==> config.mk <==
export PLATFORM = sky130hd
export DESIGN_NAME = eea_gain
export DESIGN_NICKNAME = d
export VERILOG_FILES = /design/src/rtl/eea_pkg.sv /design/src/rtl/eea_gain.sv
export SDC_FILE = /design/constraint.sdc
export NUM_CORES = 2
export LEC_CHECK = 0
export ABC_AREA = 1
export ABC_CLOCK_PERIOD_IN_PS = 10600
export BUFFER_PORTS_ARGS = -buffer_cell sky130_fd_sc_hd__buf_2
export CORE_MARGIN = 4
export CORE_UTILIZATION = 60
export CTS_CLUSTER_DIAMETER = 50
export DETAILED_ROUTE_END_ITERATION = 12
export GPL_TIMING_DRIVEN = 0
export PLACE_DENSITY = 0.81
export SLEW_MARGIN = 30
export SYNTH_ARGS = -nofsm -noshare
export SYNTH_HDL_FRONTEND = slang
export SYNTH_SLANG_ARGS = --single-unit
==> constraint.sdc <==
create_clock -name clk -period 10.6 [get_ports clk]
set_input_delay 0.53 -clock clk [delete_from_list [all_inputs] [get_ports clk]]
set_output_delay 0.53 -clock clk [all_outputs]
set_load 0.01 [all_outputs]
==> src/rtl/eea_pkg.sv <==
`timescale 1ns / 1ps
package eea_pkg;

    // field widths
    localparam int POS_W  = 37;
    localparam int DIFF_W = 38;
    localparam int TRIG_W = 32;
    localparam int T_W    = 41;
    localparam int OUT_W  = 38;
    localparam int ANG_W  = 16;
    localparam int IDX_W  = 3;

    // rotation arithmetic: operands split into an unsigned low part and a signed high part
    localparam int LO_W   = 19;
    localparam int SUM_W  = 76;
    localparam int FRAC_W = 30;
    localparam int SAT_W  = SUM_W - FRAC_W;

    // CORDIC datapath
    localparam int CORDIC_STAGES = 24;
    localparam int ATAN_ENTRIES  = 40;
    localparam int NUM_CELLS     = (CORDIC_STAGES < ATAN_ENTRIES) ? CORDIC_STAGES
                                                                  : ATAN_ENTRIES;
    localparam int SHIFT_W       = $clog2(ATAN_ENTRIES);
    localparam int CW            = 61;
    localparam int ZW            = 34;
    localparam int SCALE_SH      = 20;
    localparam int MAG_W         = CW - 1;
    localparam int GAIN_W        = 30;
    localparam int ANG_SH        = 16;

    localparam logic [GAIN_W-1:0] INV_GAIN = 30'd652032874;
    localparam logic signed [ZW-1:0] HALF_TURN = ZW'(64'sd2147483648);
    localparam logic signed [ZW-1:0] ANG_ROUND = ZW'(64'sd32768);
    localparam logic signed [ANG_W-1:0] EL_MAX = 16'sd16384;
    localparam logic signed [ANG_W-1:0] EL_MIN = -16'sd16384;

    localparam logic [29:0] ATAN_TAB [0:ATAN_ENTRIES-1] = '{
        30'd536870912, 30'd316933406, 30'd167458907, 30'd85004756, 30'd42667331,
        30'd21354465, 30'd10679838, 30'd5340245, 30'd2670163, 30'd1335087,
        30'd667544, 30'd333772, 30'd166886, 30'd83443, 30'd41722,
        30'd20861, 30'd10430, 30'd5215, 30'd2608, 30'd1304,
        30'd652, 30'd326, 30'd163, 30'd81, 30'd41, 30'd20,
        30'd10, 30'd5, 30'd3, 30'd1, 30'd1, 30'd0, 30'd0, 30'd0,
        30'd0, 30'd0, 30'd0, 30'd0, 30'd0, 30'd0
    };

    typedef enum logic [IDX_W-1:0] {
        REG_ORIGIN_X = 3'd0,
        REG_ORIGIN_Y = 3'd1,
        REG_ORIGIN_Z = 3'd2,
        REG_SIN_LON  = 3'd3,
        REG_COS_LON  = 3'd4,
        REG_SIN_LAT  = 3'd5,
        REG_COS_LAT  = 3'd6
    } cfg_reg_t;

    // one CORDIC vector in flight
    typedef struct packed {
        logic                 skip;
        logic signed [CW-1:0] x;
        logic signed [CW-1:0] y;
        logic signed [ZW-1:0] z;
    } cordic_t;

    // results that ride along with the vector
    typedef struct packed {
        logic signed [OUT_W-1:0] east;
        logic signed [OUT_W-1:0] north;
        logic signed [OUT_W-1:0] up;
        logic signed [ANG_W-1:0] azimuth;
    } look_t;

endpackage

==> src/rtl/eea_gain.sv <==
`timescale 1ns / 1ps
module eea_gain (
    input  logic              clk,
    input  logic              rst_n,
    input  logic              en,
    input  logic              in_valid,
    input  eea_pkg::cordic_t  din,
    input  eea_pkg::look_t    lin,
    output logic              out_valid,
    output eea_pkg::cordic_t  dout,
    output eea_pkg::look_t    lout
);

    localparam int HALF_W = eea_pkg::MAG_W / 2;
    localparam int PP_W   = HALF_W + eea_pkg::GAIN_W;

    logic [1:0]                     v_reg;
    logic [PP_W-1:0]                p_lo_reg, p_hi_reg;
    eea_pkg::look_t                 l1_reg, l1_next, l2_reg;
    eea_pkg::cordic_t               c_reg, c_next;
    logic signed [eea_pkg::ZW-1:0]  az_sum;
    logic [PP_W:0]                  lo_round;
    logic [PP_W-1:0]                horiz;
    logic signed [eea_pkg::CW-1:0]  us;

    // finish the azimuth, then scale the magnitude by the inverse gain
    always_comb
    begin
        az_sum  = din.z + eea_pkg::ANG_ROUND;
        l1_next = lin;
        l1_next.azimuth = din.skip ? '0
                        : az_sum[eea_pkg::ANG_SH +: eea_pkg::ANG_W];

        lo_round = {1'b0, p_lo_reg} + (PP_W + 1)'(64'd536870912);
        horiz    = p_hi_reg + PP_W'(lo_round[PP_W:eea_pkg::FRAC_W]);
        us       = eea_pkg::CW'(l1_reg.up) <<< eea_pkg::SCALE_SH;

        c_next.x    = eea_pkg::CW'({1'b0, horiz});
        c_next.y    = us;
        c_next.z    = '0;
        c_next.skip = (horiz == '0) && (l1_reg.up == '0);
    end

    always_ff @(posedge clk or negedge rst_n)
    begin
        if (!rst_n)
            v_reg <= '0;
        else if (en)
            v_reg <= {v_reg[0], in_valid};
    end

    always_ff @(posedge clk)
    begin
        if (en)
        begin
            p_lo_reg <= din.x[HALF_W-1:0] * eea_pkg::INV_GAIN;
            p_hi_reg <= din.x[eea_pkg::MAG_W-1:HALF_W] * eea_pkg::INV_GAIN;
            l1_reg   <= l1_next;
            c_reg    <= c_next;
            l2_reg   <= l1_reg;
        end
    end

    assign out_valid = v_reg[1];
    assign dout      = c_reg;
    assign lout      = l2_reg;

endmodule

==> metrics.md <==
| Metric | Value |
|---|---|
| Min Tclk post-route | `7.220 ns` |
| Worst-Margin Slew | `0.6398 ns` |
| Max clock buf depth | `3` |
| Post-Synthesis Cells | `5,568` |
| Clk slew on worst S/H paths | `0.07 ns` |
| Worst Setup Start Kind | `primary input` |
| Most frequent CP cell | `fa_1` |
| CTS Sinks | `413` |
| Worst min-delay path category | `primary input to flop` |
| Cell with the most instances after synthesis | `inv_1` |
| Vias in the first global route | `40,280` |
| CTS Buf Count | `43` |
| Crit path capture type | `flop` |
| Synth area leaders | `fa_1 (31%), edfxtp_1 (23%), ha_1 (17%)` |
| Dpl hpwl | `137.2 mm` |
| Status | `finished, final reports clean` |
| Die area | `95,290 sq um` |
| Routed WL per cell | `21.19 microns` |
| CP arrival | `7.55 ns` |
| Die Width | `308.7 microns` |
| Largest net degree at the start of global routing | `98` |
| Layout Skew | `0.02771 ns` |
| Ys flop type | `edfxtp_1` |
| Nets | `7,959` |
| Clock root buffer | `clkbuf_16` |
| Final Slew Violations | `0` |
| Leading area contributor after synthesis | `fa_1` |
| Crit-path slowest cell | `fa_1` |
| Number of port buffers | `428` |
| Initial DRC count | `3,463` |
| Post-synth EDFFs | `411` |
| Highest clock rate | `0.1385 GHz` |
| Remaining DRCs | `0` |
| Final setup vio count | `0` |
| Final RePlAce weighted congestion | `1.009` |
| Via/cell ratio | `5.327` |
| Maximum capacitance violations | `0` |
| FF+latch count, synth | `413` |
| Slew HR | `0.5735` |
| Vias | `38,980` |
| Final wirelength | `155.1 mm` |
| GRT overflow | `0` |
| Initial Util | `0.6036` |
| Postcts setup bufs | `0` |
| Worst-Skew Late Latency | `0.59 ns` |
| Unrepaired setup endpoints after global routing | `false` |
| First-pass DRT Iterations | `6` |
| Core area | `89,870 sq um` |
| Register area | `12,390 sq um` |
| Fin. Hold Viols | `0` |
| Row cnt | `110` |
| Setup Crit Path Kind | `primary input to flop` |
| Fin crit share | `0.6811` |
| Chip Height | `308.7 microns` |
| Mapped Area | `54,250 sq um` |
| CP peak stage delay | `0.54 ns` |
| YS warnings | `0` |
| Synth Area per Inst | `9.743 sq um` |
| CP bufs+invs | `7` |
| Total GRT Usage | `0.3325` |
| Top-area cell type share of the netlist area | `0.3144` |
| Post-DRT Antenna Nets | `0` |
| Seq/Total Area, Yosys | `0.2284` |
| Netlist cell types | `51` |
| Crit-path max FO | `7` |
| Commonest cells post-synth | `inv_1 (1,655), fa_1 (852), nand2_1 (747), ha_1 (716), edfxtp_1 (411)` |
| Filler instances | `7,079` |
| First-pass GRT wire length | `236.3 mm` |
| Delay-heaviest family, CP | `adder cells` |
| Antenna violations before repair | `10` |
| IO Count | `579` |
| CTS tree | `yes` |
| Layout area overhead | `9.980%` |
| Footprint of the multi-input gates | `35,110 sq um` |
| Setup TNS | `0 ns` |
| # H-tree levels | `2` |
| CP required | `10.93 ns` |
| Layout cells sized above 1 | `0.1104` |
| Synth async-reset ratio | `0.004843` |
| Max reg flops | `130` |
[final cells by class]
type / count / share of cell area
repair buffers: 433 / 0.03808
clock inverters: 30 / 0.005893
inverters: 1659 / 0.1044
plain buffers: 97 / 0.01214
clock buffers: 47 / 0.01829
well taps: 1176 / 0.02466
diodes: 10 / 0.0004194
multi-input cells: 3453 / 0.5884
flip-flops and latches: 413 / 0.2077
[final timing paths]
check | to | slack (ns) | depth (start not counted) | start
worst max-delay path | p_lo_reg[56] | 3.38 | 25 | din[102]
worst min-delay path | l1_reg[66] | 0.11 | 1 | lin[66]
worst max register to register | dout[156] | 5.95 | 22 | p_lo_reg[30]
worst min register to register | lout[105] | 0.40 | 0 | l1_reg[105]
max in group asynchronous | v_reg[1] | 10.26 | 2 | rst_n
min in group asynchronous | v_reg[0] | 0.24 | 2 | rst_n
[stage by stage]
stage	util	hold slack (ns)	worst slack (ns)	instance area, sq um	cells
after floorplan	-	0.2344	4.178	54450	5622
after global placement	0.6461	0.3203	2.095	58060	7226
after detailed placement	0.6474	0.3217	2.919	58180	7230
after CTS	0.6636	0.08658	3.519	59640	7308
after global routing	0.6637	0.09386	3.093	59640	7311
final	0.6638	0.1094	3.380	59660	7318
[per-layer routing]
metal	routed length, microns	GRT usage	part of all wire	vias to the layer above
met5	45	0	0.00029	-
met4	7537	0.1365	0.049	6
met3	13430	0.06217	0.087	286
met2	69630	0.5207	0.45	1587
met1	64460	0.4629	0.42	19100
li1	-	-	-	18000
[cell families (layout without fill, tap and decap cells)]
logic type               after synthesis  count (layout)  share of synthesized area
other                                  1              65                 0.00006913
AO/OA/AOI/OAI                        366             366                    0.03794
adder cells (fa/ha/maj)             1568            1568                     0.4796
flip-flops                           413             413                     0.2284
AND/OR/NAND/NOR                     1338            1338                     0.1055
buffers and inverters               1756            2266                     0.1281
XOR/XNOR                             126             126                    0.02034
[cells in the final DEF (no fill, tap or decap), types with 8 or more instances in the layout]
cell type,n
nor4_1,14
clkbuf_16,43
xor2_1,76
a31oi_1,38
o21bai_1,11
o21ai_0,99
conb_1,55
diode_2,10
a21boi_0,8
nor2_1,298
edfxtp_1,411
nand4_1,32
nand2_2,27
ha_1,716
nand3_1,121
nor2_2,16
a21o_1,21
buf_4,96
nor3_2,8
inv_1,1655
nor3_1,37
nand3_2,11
nand2_1,747
a21oi_1,156
fa_1,852
xnor2_1,50
buf_2,427
o211ai_1,8
[worst register-to-register path, stage by stage (launching register included)]
cell and delay [ns]:
edfxtp_1 0.39, ha_1 0.22, nand3_1 0.16, nor4_2 0.30, nand3_1 0.17, nor3_1 0.20
nand4_1 0.13, o21ai_0 0.43, inv_1 0.10, ha_1 0.38, nand2_2 0.12, inv_1 0.04
nand2_1 0.05, nand2_1 0.08, a21oi_1 0.30, nand3_2 0.21, xor2_1 0.42, nand2_1 0.12
nor2_1 0.12, nand2_1 0.19, nor2_1 0.17, nand3_1 0.08, nor2_1 0.12
[what timing repair did]
action	CTS	global route
gates resized for setup	0	0
endpoints found under the hold margin	2	0
hold buffers	1	0
Power is left out: the tool's default activity adds up to more than one toggle a clock period on the data nets, which glitch-free logic cannot reach.
